### config.mk
export PLATFORM = sky130hd
export DESIGN_NAME = attention_focus_table_core_flat
export DESIGN_NICKNAME = d
export VERILOG_FILES = /design/src/hdl/aft_pkg.sv /design/src/hdl/aft_if.sv /design/src/hdl/attention_focus_table_core.sv /design/src/hdl/aft_decay.sv /design/src/hdl/aft_ctrl.sv /design/src/flat_wrapper.sv
export SDC_FILE = /design/constraint.sdc
export NUM_CORES = 2
export LEC_CHECK = 0
export BUFFER_PORTS_ARGS = -buffer_cell sky130_fd_sc_hd__buf_2
export CAP_MARGIN = 20
export CORE_ASPECT_RATIO = 0.6
export CORE_MARGIN = 2
export CORE_UTILIZATION = 50
export CTS_CLUSTER_SIZE = 8
export DETAILED_ROUTE_END_ITERATION = 16
export PLACE_DENSITY = 0.73
export SYNTH_ARGS = -nofsm -noshare
export SYNTH_HDL_FRONTEND = slang
export SYNTH_HIERARCHICAL = 1
export SYNTH_SLANG_ARGS = --single-unit
export TNS_END_PERCENT = 50
### constraint.sdc
create_clock -name clock -period 16 [get_ports clock]
set_clock_uncertainty 0.05 [all_clocks]
set_input_delay 0.8 -clock clock [delete_from_list [all_inputs] [get_ports clock]]
set_output_delay 0.8 -clock clock [all_outputs]
set_load 0.05 [all_outputs]
### src/hdl/aft_pkg.sv
// Shared constants, types and score arithmetic for the focus table.
`timescale 1ns / 1ps
`default_nettype none
package aft_pkg;
   localparam int TABLE_SIZE_DEF = 64;
   localparam int ID_BITS_DEF    = 16;
   localparam int SCORE_W        = 19;
   localparam int SCORE_LIMIT    = 256000;

   localparam logic [1:0] CMD_FOCUS = 2'd0;
   localparam logic [1:0] CMD_ALLOC = 2'd1;
   localparam logic [1:0] CMD_DECAY = 2'd2;
   localparam logic [1:0] CMD_NONE  = 2'd3;

   localparam logic [1:0] CSR_FOCUS_BOOST = 2'd0;
   localparam logic [1:0] CSR_SCORE_MAX   = 2'd1;
   localparam logic [1:0] CSR_DECAY_RATE  = 2'd2;
   localparam logic [1:0] CSR_EVICT_THR   = 2'd3;

   localparam logic [17:0] FOCUS_BOOST_RST = 18'd25600;
   localparam logic [17:0] SCORE_MAX_RST   = 18'd256000;
   localparam logic [15:0] DECAY_RATE_RST  = 16'd655;
   localparam logic [17:0] EVICT_THR_RST   = 18'd256;

   typedef struct packed {
      logic [17:0] focus_boost;
      logic [17:0] score_max;
      logic [15:0] decay_rate;
      logic [17:0] evict_threshold;
   } cfg_type;

   // saturate to [-limit, min(score_max, limit)]
   function automatic logic signed [18:0] clamp_score(input logic signed [20:0] v,
                                                      input logic [17:0] smax);
      logic [17:0]        hi;
      logic signed [20:0] his;
      hi  = (smax > 18'(SCORE_LIMIT)) ? 18'(SCORE_LIMIT) : smax;
      his = signed'(21'(hi));
      if (v > his) begin
         clamp_score = 19'(his);
      end else if (v < -21'sd256000) begin
         clamp_score = -19'sd256000;
      end else begin
         clamp_score = 19'(v);
      end
   endfunction
endpackage
`default_nettype wire

### src/hdl/aft_if.sv
// Request, response and register-write channel interfaces.
`timescale 1ns / 1ps
`default_nettype none
interface aft_req_if;
   logic               valid;
   logic               ready;
   logic [1:0]         cmd;
   logic [15:0]        atom_id;
   logic signed [18:0] atom_score;
   logic signed [18:0] amount;
   modport source (output valid, cmd, atom_id, atom_score, amount, input ready);
   modport sink   (input valid, cmd, atom_id, atom_score, amount, output ready);
endinterface

interface aft_rsp_if;
   logic               valid;
   logic               ready;
   logic [15:0]        out_id;
   logic signed [18:0] new_score;
   logic               in_focus;
   logic               removed;
   logic               last;
   modport source (output valid, out_id, new_score, in_focus, removed, last, input ready);
   modport sink   (input valid, out_id, new_score, in_focus, removed, last, output ready);
endinterface

interface aft_csr_if;
   logic        valid;
   logic        ready;
   logic [1:0]  index;
   logic [17:0] data;
   modport source (output valid, index, data, input ready);
   modport sink   (input valid, index, data, output ready);
endinterface
`default_nettype wire

### src/hdl/attention_focus_table_core.sv
// Focus table top level: register file and sequencer.
// Focus/allocate: each entry is read and compared, then a final step writes and responds;
// an empty table takes only that final step. Decay: each entry is read and decayed, with one
// response each; a stalled response holds the walk. The entry memory's read is registered.
// Reset (synchronous, active high) empties the table and restores register defaults.
// The response register lets the next request enter while a response waits.
`timescale 1ns / 1ps
`default_nettype none
module attention_focus_table_core #(
   parameter int TABLE_SIZE = aft_pkg::TABLE_SIZE_DEF,
   parameter int ID_BITS    = aft_pkg::ID_BITS_DEF
) (
   input  wire logic clock,
   input  wire logic reset,
   aft_req_if.sink   req_ch,
   aft_rsp_if.source rsp_ch,
   aft_csr_if.sink   csr_ch
);
   aft_pkg::cfg_type cfg_ff, cfg_in;

   // register writes always taken
   assign csr_ch.ready = 1'b1;

   always_comb begin
      cfg_in = cfg_ff;
      if (csr_ch.valid) begin
         unique case (csr_ch.index)
            aft_pkg::CSR_FOCUS_BOOST: cfg_in.focus_boost     = csr_ch.data;
            aft_pkg::CSR_SCORE_MAX:   cfg_in.score_max       = csr_ch.data;
            aft_pkg::CSR_DECAY_RATE:  cfg_in.decay_rate      = csr_ch.data[15:0];
            aft_pkg::CSR_EVICT_THR:   cfg_in.evict_threshold = csr_ch.data;
            default: ;
         endcase
      end
   end

   always_ff @(posedge clock) begin
      if (reset) begin
         cfg_ff.focus_boost     <= aft_pkg::FOCUS_BOOST_RST;
         cfg_ff.score_max       <= aft_pkg::SCORE_MAX_RST;
         cfg_ff.decay_rate      <= aft_pkg::DECAY_RATE_RST;
         cfg_ff.evict_threshold <= aft_pkg::EVICT_THR_RST;
      end else begin
         cfg_ff <= cfg_in;
      end
   end

   // sequencer owns the entry memory and the response register
   aft_ctrl #(
      .TABLE_SIZE (TABLE_SIZE),
      .ID_BITS    (ID_BITS)
   ) u_ctrl (
      .clock (clock),
      .reset (reset),
      .cfg   (cfg_ff),
      .req   (req_ch),
      .rsp   (rsp_ch)
   );
endmodule
`default_nettype wire

### src/hdl/aft_decay.sv
// Decay of one score by (1 - rate), rounding half away from zero, plus eviction test.
`timescale 1ns / 1ps
`default_nettype none
module aft_decay (
   input  wire logic signed [18:0] score,
   input  wire logic [15:0]        rate,
   input  wire logic [17:0]        thr,
   output logic signed [18:0]      new_score,
   output logic                    evict
);
   logic        neg;
   logic [17:0] mag;
   logic [16:0] fac;
   logic [34:0] prod;
   logic [18:0] q;

   always_comb begin
      neg  = score[18];
      mag  = neg ? 18'(-score) : 18'(score);
      fac  = 17'd65536 - 17'(rate);
      prod = 35'(mag) * 35'(fac) + 35'd32768;
      q    = prod[34:16];
      new_score = neg ? -signed'(q) : signed'(q);
      evict = 20'(new_score) < signed'(20'(thr));
   end
endmodule
`default_nettype wire

### src/hdl/aft_ctrl.sv
// Entry memory and the sequencer that scans, updates and compacts it.
`timescale 1ns / 1ps
`default_nettype none
module aft_ctrl #(
   parameter int TABLE_SIZE = aft_pkg::TABLE_SIZE_DEF,
   parameter int ID_BITS    = aft_pkg::ID_BITS_DEF
) (
   input  wire logic         clock,
   input  wire logic         reset,
   input  wire aft_pkg::cfg_type cfg,
   aft_req_if.sink           req,
   aft_rsp_if.source         rsp
);
   localparam int AW = (TABLE_SIZE > 1) ? $clog2(TABLE_SIZE) : 1;
   localparam int CW = $clog2(TABLE_SIZE + 1);
   localparam int EW = ID_BITS + aft_pkg::SCORE_W;

   typedef enum logic [3:0] {
      S_IDLE = 4'b0001,
      S_RD   = 4'b0010,
      S_PROC = 4'b0100,
      S_FIN  = 4'b1000
   } state_type;

   state_type state_ff, state_in;
   logic [1:0]         cmd_ff, cmd_in;
   logic [ID_BITS-1:0] id_ff, id_in;
   logic signed [18:0] ns_ff, ns_in;
   logic [CW-1:0]      idx_ff, idx_in, wr_ff, wr_in, count_ff, count_in;
   logic               found_ff, found_in;
   logic [AW-1:0]      pos_ff, pos_in, minpos_ff, minpos_in;
   logic signed [18:0] min_ff, min_in;

   logic               ov_ff, ov_in;
   logic [15:0]        oid_ff, oid_in;
   logic signed [18:0] osc_ff, osc_in;
   logic               ofoc_ff, ofoc_in, orem_ff, orem_in, olast_ff, olast_in;

   logic [EW-1:0] mem [TABLE_SIZE];
   logic [EW-1:0] rdata_ff;
   logic          we;
   logic [AW-1:0] waddr;
   logic [EW-1:0] wdata;

   logic [ID_BITS-1:0] e_id;
   logic signed [18:0] e_sc, d_sc;
   logic               d_ev, out_free, is_last;

   always_ff @(posedge clock) begin
      if (we) begin
         mem[waddr] <= wdata;
      end
      rdata_ff <= mem[idx_ff[AW-1:0]];
   end

   assign e_id = rdata_ff[EW-1 -: ID_BITS];
   assign e_sc = signed'(rdata_ff[aft_pkg::SCORE_W-1:0]);

   aft_decay u_decay (
      .score     (e_sc),
      .rate      (cfg.decay_rate),
      .thr       (cfg.evict_threshold),
      .new_score (d_sc),
      .evict     (d_ev)
   );

   assign out_free  = !ov_ff || rsp.ready;
   assign is_last   = CW'(idx_ff + CW'(1)) == count_ff;
   assign req.ready = (state_ff == S_IDLE);

   always_comb begin
      state_in = state_ff;  cmd_in = cmd_ff;  id_in = id_ff;  ns_in = ns_ff;
      idx_in = idx_ff;  wr_in = wr_ff;  count_in = count_ff;
      found_in = found_ff;  pos_in = pos_ff;  min_in = min_ff;  minpos_in = minpos_ff;
      ov_in = ov_ff && !rsp.ready;
      oid_in = oid_ff;  osc_in = osc_ff;  ofoc_in = ofoc_ff;
      orem_in = orem_ff;  olast_in = olast_ff;
      we = 1'b0;  waddr = '0;  wdata = '0;

      unique case (state_ff)
         S_IDLE: begin
            if (req.valid) begin
               cmd_in   = req.cmd;
               id_in    = ID_BITS'(req.atom_id);
               idx_in   = '0;
               wr_in    = '0;
               found_in = 1'b0;
               if (req.cmd == aft_pkg::CMD_FOCUS) begin
                  ns_in = aft_pkg::clamp_score(21'(req.atom_score)
                                               + signed'(21'(cfg.focus_boost)),
                                               cfg.score_max);
               end else begin
                  ns_in = aft_pkg::clamp_score(21'(req.atom_score) + 21'(req.amount),
                                               cfg.score_max);
               end
               if (req.cmd == aft_pkg::CMD_FOCUS || req.cmd == aft_pkg::CMD_ALLOC) begin
                  state_in = (count_ff == '0) ? S_FIN : S_RD;
               end else if (req.cmd == aft_pkg::CMD_DECAY && count_ff != '0) begin
                  state_in = S_RD;
               end
            end
         end
         S_RD: state_in = S_PROC;
         S_PROC: begin
            if (cmd_ff == aft_pkg::CMD_DECAY) begin
               if (out_free) begin
                  ov_in = 1'b1;  oid_in = 16'(e_id);  osc_in = d_sc;
                  ofoc_in = !d_ev;  orem_in = d_ev;  olast_in = is_last;
                  if (!d_ev) begin
                     we = 1'b1;  waddr = wr_ff[AW-1:0];  wdata = {e_id, d_sc};
                  end
                  wr_in = wr_ff + CW'(!d_ev);
                  if (is_last) begin
                     count_in = wr_ff + CW'(!d_ev);
                     state_in = S_IDLE;
                  end else begin
                     idx_in   = idx_ff + CW'(1);
                     state_in = S_RD;
                  end
               end
            end else begin
               if (e_id == id_ff && !found_ff) begin
                  found_in = 1'b1;  pos_in = idx_ff[AW-1:0];
               end
               // first minimal score wins
               if (idx_ff == '0 || e_sc < min_ff) begin
                  min_in = e_sc;  minpos_in = idx_ff[AW-1:0];
               end
               if (is_last) begin
                  state_in = S_FIN;
               end else begin
                  idx_in   = idx_ff + CW'(1);
                  state_in = S_RD;
               end
            end
         end
         S_FIN: begin
            if (out_free) begin
               ov_in = 1'b1;  oid_in = 16'(id_ff);  osc_in = ns_ff;
               orem_in = 1'b0;  olast_in = 1'b1;
               wdata = {id_ff, ns_ff};
               ofoc_in = found_ff;
               if (found_ff) begin
                  we = 1'b1;  waddr = pos_ff;
               end else if (cmd_ff == aft_pkg::CMD_FOCUS) begin
                  if (count_ff < CW'(TABLE_SIZE)) begin
                     we = 1'b1;  waddr = count_ff[AW-1:0];
                     count_in = count_ff + CW'(1);  ofoc_in = 1'b1;
                  end else if (ns_ff > min_ff) begin
                     we = 1'b1;  waddr = minpos_ff;  ofoc_in = 1'b1;
                  end
               end
               state_in = S_IDLE;
            end
         end
         default: state_in = S_IDLE;
      endcase
   end

   always_ff @(posedge clock) begin
      if (reset) begin
         state_ff <= S_IDLE;
         count_ff <= '0;
         ov_ff    <= 1'b0;
      end else begin
         state_ff <= state_in;
         count_ff <= count_in;
         ov_ff    <= ov_in;
      end
      cmd_ff <= cmd_in;  id_ff <= id_in;  ns_ff <= ns_in;
      idx_ff <= idx_in;  wr_ff <= wr_in;  found_ff <= found_in;
      pos_ff <= pos_in;  min_ff <= min_in;  minpos_ff <= minpos_in;
      oid_ff <= oid_in;  osc_ff <= osc_in;  ofoc_ff <= ofoc_in;
      orem_ff <= orem_in;  olast_ff <= olast_in;
   end

   assign rsp.valid     = ov_ff;
   assign rsp.out_id    = oid_ff;
   assign rsp.new_score = osc_ff;
   assign rsp.in_focus  = ofoc_ff;
   assign rsp.removed   = orem_ff;
   assign rsp.last      = olast_ff;
endmodule
`default_nettype wire

### src/flat_wrapper.sv
// flat-port wrapper written by rule: the top's interface ports become plain ports
module attention_focus_table_core_flat 
#(
   parameter int TABLE_SIZE = aft_pkg::TABLE_SIZE_DEF,
   parameter int ID_BITS    = aft_pkg::ID_BITS_DEF
)
  (clock, reset, req_ch_valid, req_ch_cmd, req_ch_atom_id, req_ch_atom_score, req_ch_amount, req_ch_ready, rsp_ch_valid, rsp_ch_out_id, rsp_ch_new_score, rsp_ch_in_focus, rsp_ch_removed, rsp_ch_last, rsp_ch_ready, csr_ch_valid, csr_ch_index, csr_ch_data, csr_ch_ready);
  aft_req_if req_ch_i ();
  aft_rsp_if rsp_ch_i ();
  aft_csr_if csr_ch_i ();
  input  wire logic clock;
  input  wire logic reset;
  input wire logic [$bits(req_ch_i.valid)-1:0] req_ch_valid;
  input wire logic [$bits(req_ch_i.cmd)-1:0] req_ch_cmd;
  input wire logic [$bits(req_ch_i.atom_id)-1:0] req_ch_atom_id;
  input wire logic [$bits(req_ch_i.atom_score)-1:0] req_ch_atom_score;
  input wire logic [$bits(req_ch_i.amount)-1:0] req_ch_amount;
  output wire logic [$bits(req_ch_i.ready)-1:0] req_ch_ready;
  output wire logic [$bits(rsp_ch_i.valid)-1:0] rsp_ch_valid;
  output wire logic [$bits(rsp_ch_i.out_id)-1:0] rsp_ch_out_id;
  output wire logic [$bits(rsp_ch_i.new_score)-1:0] rsp_ch_new_score;
  output wire logic [$bits(rsp_ch_i.in_focus)-1:0] rsp_ch_in_focus;
  output wire logic [$bits(rsp_ch_i.removed)-1:0] rsp_ch_removed;
  output wire logic [$bits(rsp_ch_i.last)-1:0] rsp_ch_last;
  input wire logic [$bits(rsp_ch_i.ready)-1:0] rsp_ch_ready;
  input wire logic [$bits(csr_ch_i.valid)-1:0] csr_ch_valid;
  input wire logic [$bits(csr_ch_i.index)-1:0] csr_ch_index;
  input wire logic [$bits(csr_ch_i.data)-1:0] csr_ch_data;
  output wire logic [$bits(csr_ch_i.ready)-1:0] csr_ch_ready;
  assign req_ch_i.valid = req_ch_valid;
  assign req_ch_i.cmd = req_ch_cmd;
  assign req_ch_i.atom_id = req_ch_atom_id;
  assign req_ch_i.atom_score = req_ch_atom_score;
  assign req_ch_i.amount = req_ch_amount;
  assign req_ch_ready = req_ch_i.ready;
  assign rsp_ch_valid = rsp_ch_i.valid;
  assign rsp_ch_out_id = rsp_ch_i.out_id;
  assign rsp_ch_new_score = rsp_ch_i.new_score;
  assign rsp_ch_in_focus = rsp_ch_i.in_focus;
  assign rsp_ch_removed = rsp_ch_i.removed;
  assign rsp_ch_last = rsp_ch_i.last;
  assign rsp_ch_i.ready = rsp_ch_ready;
  assign csr_ch_i.valid = csr_ch_valid;
  assign csr_ch_i.index = csr_ch_index;
  assign csr_ch_i.data = csr_ch_data;
  assign csr_ch_ready = csr_ch_i.ready;
  attention_focus_table_core #(.TABLE_SIZE(TABLE_SIZE), .ID_BITS(ID_BITS)) u_core (.clock(clock), .reset(reset), .req_ch(req_ch_i), .rsp_ch(rsp_ch_i), .csr_ch(csr_ch_i));
endmodule
==> results_dict.tcl <==
set metrics [dict create \
    drtAntennaViolNets 0 \
    cp_num_buf_inv 4 \
    synth_xor_area_frac 0.01140 \
    yosysSeqAreaShare 0.6535 \
    rr_worst_depth 38 \
    root_buffer "clkbuf_16" \
    synth.distinct_cells 105 \
    status "finished clean" \
    path_clk_slew_ns 0.06 \
    final_core_util 0.5705 \
    critical_path_class "reg -> reg" \
    n_fill_cell 16650 \
    crit_family "simple AND/OR/NAND/NOR gates" \
    syn-num-nets 7469 \
    grtUsageTotal 0.2969 \
    synth_edf_count 2361 \
    hpwl_um 215400 \
    synth_compound_area_frac 0.05739 \
    worst_slew_pin_slew_ns 1.393 \
    layout_commonest_cell "edfxtp_1" \
    die_w_um 615.2 \
    fmax_ghz 0.06672 \
    rr_startpoint "u_core/u_ctrl/rdata_ff[0]" \
    slowest_delay_ns 0.84 \
    holdCritStartpoint "req_ch_atom_id[8]" \
    yosys_warnings 6 \
    cts_buffer_depth 4 \
    grt_pass1_vias 65213 \
    whs_path_depth 1 \
    initial_core_util 0.5034 \
    final_cell_mix "edfxtp_1, nand2_1, mux4_2" \
    synthSimpleGateAreaFrac 0.05182 \
    ioPinCount 122 \
    htreeDepth 5 \
    insertion_delay_ns 0.88 \
    cts_buffers 352 \
    critPathRequiredTime_ns 16.44 \
    synth-adder-area-share 0.07140 \
    timing.rr.end "u_core/u_ctrl/mem[59][28]" \
    drive_gt1_frac 0.1822 \
    die_h_um 370.7 \
    fin_crit_ns 14.99 \
    num-nets-final 7828 \
    hold_class "in -> reg" \
    synth-seq-cells 2478 \
    routedWlPerCell_um 32.98 \
    finalCritPeriodShare 0.9367 \
    area_growth_syn_to_layout_pct 13.33 \
    cts_resized 0 \
    reg2reg_slack_ns 1.01 \
    critPathArrivalTime_ns 15.42 \
    cts_tree "built" \
    clock-sinks 2478 \
    synth_area_um2 112100 \
    grt_pass1_wl_um 482200 \
    post-cts-setup-buffers 0 \
    grt_max_degree 115 \
    rows 134 \
    first_pass_iters 6 \
    cpMostUsedCell "fa_1" \
    tns_ns 0 \
    slew_violations 0 \
    min_to "u_core/u_ctrl/id_ff[8]" \
    drc 0 \
    gp_congestion 0.9296 \
    coreArea_um2 222700 \
    synth_top_family_by_area "multiplexers" \
    antenna_found_initial 28 \
    max_slew_margin 0.07144 \
    die-area_um2 228100 \
    vias 67995 \
    cp_slowest_cell "nor2_4" \
    syn_avg_cell_area_um2 16.26 \
    syn_inst 6893 \
    finalSetupViolCount 0 \
    cts_hold_buf 0 \
    drt-total-wl_um 341200 \
    ys_async_sr_fraction 0 \
    synth_flop_cell "edfxtp_1" \
    vias_per_cell 6.572 \
    port_buffers 120 \
    cp-start-kind "flop" \
    path_max_fanout 25 \
    finalHoldViolations 0 \
    drt_iter0_drc 11967 \
    synthMuxAreaShare 0.1289 \
    cap_violations 0 \
    rsz0062_at_grt "false" \
    grt_overflow 0 \
    end_kind "flop" \
]
[registers in the layout, summed over array words and instances, names as in the netlist, 6 cells and up]
signal                       flops
u_core/u_ctrl/id_ff             16
u_core/u_ctrl/minpos_ff          6
u_core/u_ctrl/rsp.new_score     19
u_core/u_ctrl/count_ff           7
u_core/u_ctrl/rsp.out_id        16
u_core/cfg_ff                   70
u_core/u_ctrl/min_ff            19
u_core/u_ctrl/wr_ff              7
u_core/u_ctrl/pos_ff             6
u_core/u_ctrl/rdata_ff          35
u_core/u_ctrl/ns_ff             19
u_core/u_ctrl/mem             2240
u_core/u_ctrl/idx_ff             7
[worst reg2reg max path: cells and delay by family (launching register included)]
kind	cells	cell delay [ns]
AND/OR/NAND/NOR	14	4.77
adder cells (fa/ha/maj)	9	4.15
AO/OA/AOI/OAI	8	3.03
XOR/XNOR	2	1.17
buffers and inverters	4	0.80
flip-flops	1	0.48
multiplexers	1	0.18
[cells in the mapped netlist (all sizes together), types with 9 or more instances]
master,number,area share
nor3,51,0.0024
xnor2,75,0.0059
nand2b,104,0.0058
a21oi,198,0.0090
o31ai,19,0.0013
xor2,70,0.0055
a22oi,34,0.0023
nand2,444,0.015
or3,28,0.0016
or4,14,0.00097
a31oi,19,0.0012
buf,132,0.0059
o21bai,10,0.00067
and2,38,0.0021
nor2b,24,0.0013
a211oi,40,0.0028
o221ai,181,0.014
a21o,31,0.0021
o21a,20,0.0013
o22ai,79,0.0044
or2,11,0.00061
and3,16,0.00089
a221oi,16,0.0015
ha,254,0.028
mux4,440,0.088
nor4b,9,0.00070
mux2,21,0.0021
dfxtp,117,0.021
nor2,365,0.012
a22o,37,0.0029
a32oi,9,0.00070
o211ai,10,0.00067
fa,241,0.043
nand4,33,0.0018
nand3,55,0.0025
o21ai,158,0.0071
edfxtp,2361,0.63
mux2i,428,0.038
nor4,19,0.0011
inv,388,0.013
clkbuf,200,0.0067
[logic make-up (layout without fill, tap and decap cells)]
family / after synthesis / after routing
AOI/OAI and AO/OA: 922 / 922
adders and majority gates: 495 / 495
muxes: 889 / 889
and+or+nand+nor: 1242 / 1242
xor gates and xnor gates: 145 / 145
other: 1 / 5
DFF: 2478 / 2478
buffers and inverters: 721 / 1178
[final cells by class]
type,count,area (µm²),area share
Tap cell,2992,3744,0.02947
Inverter,389,1463,0.01152
Multi-Input combinational cell,3694,36670,0.2887
Clock buffer,436,9240,0.07275
Sequential cell,2478,73240,0.5766
Clock inverter,16,181.4,0.001428
Timing Repair Buffer,337,2465,0.01941
Antenna cell,4,10.01,0.00007881
[per-layer routing]
layer	global-route usage	wire length (µm)	up-vias
li1	-	-	27416
met1	0.4579	137600	34771
met2	0.4014	138300	5345
met3	0.1077	58210	457
met4	0.06238	7042	6
met5	0	75	-
[metrics by stage]
step	instances	hold slack (ns)	area [µm²]	worst slack, ns
2_1_floorplan	6893	0.3727	112100	1.242
3_3_place_gp	9869	0.4139	117300	1.670
3_5_place_dp	9882	0.4196	117500	1.440
4_1_cts	10334	0.02624	126900	1.349
5_1_grt	10342	0.05014	127000	0.4097
6_report	10346	0.06117	127000	1.012
[worst max path at each step]
stage                                    from                        end  slack, ns  cells after the start
CTS                 u_core/u_ctrl/rdata_ff[0]  u_core/u_ctrl/mem[59][30]       1.35                     38
finish              u_core/u_ctrl/rdata_ff[0]  u_core/u_ctrl/mem[59][28]       1.01                     38
floorplan           u_core/u_ctrl/rdata_ff[3]   u_core/u_ctrl/mem[29][0]       1.24                     39
detailed placement  u_core/u_ctrl/rdata_ff[0]  u_core/u_ctrl/mem[41][23]       1.44                     38
global placement    u_core/u_ctrl/rdata_ff[0]  u_core/u_ctrl/mem[59][23]       1.67                     41
global route        u_core/u_ctrl/rdata_ff[0]  u_core/u_ctrl/mem[59][28]       0.41                     38
Power is not shown: default switching activity piles up to over one toggle a cycle in this logic, so the estimate is an artifact.
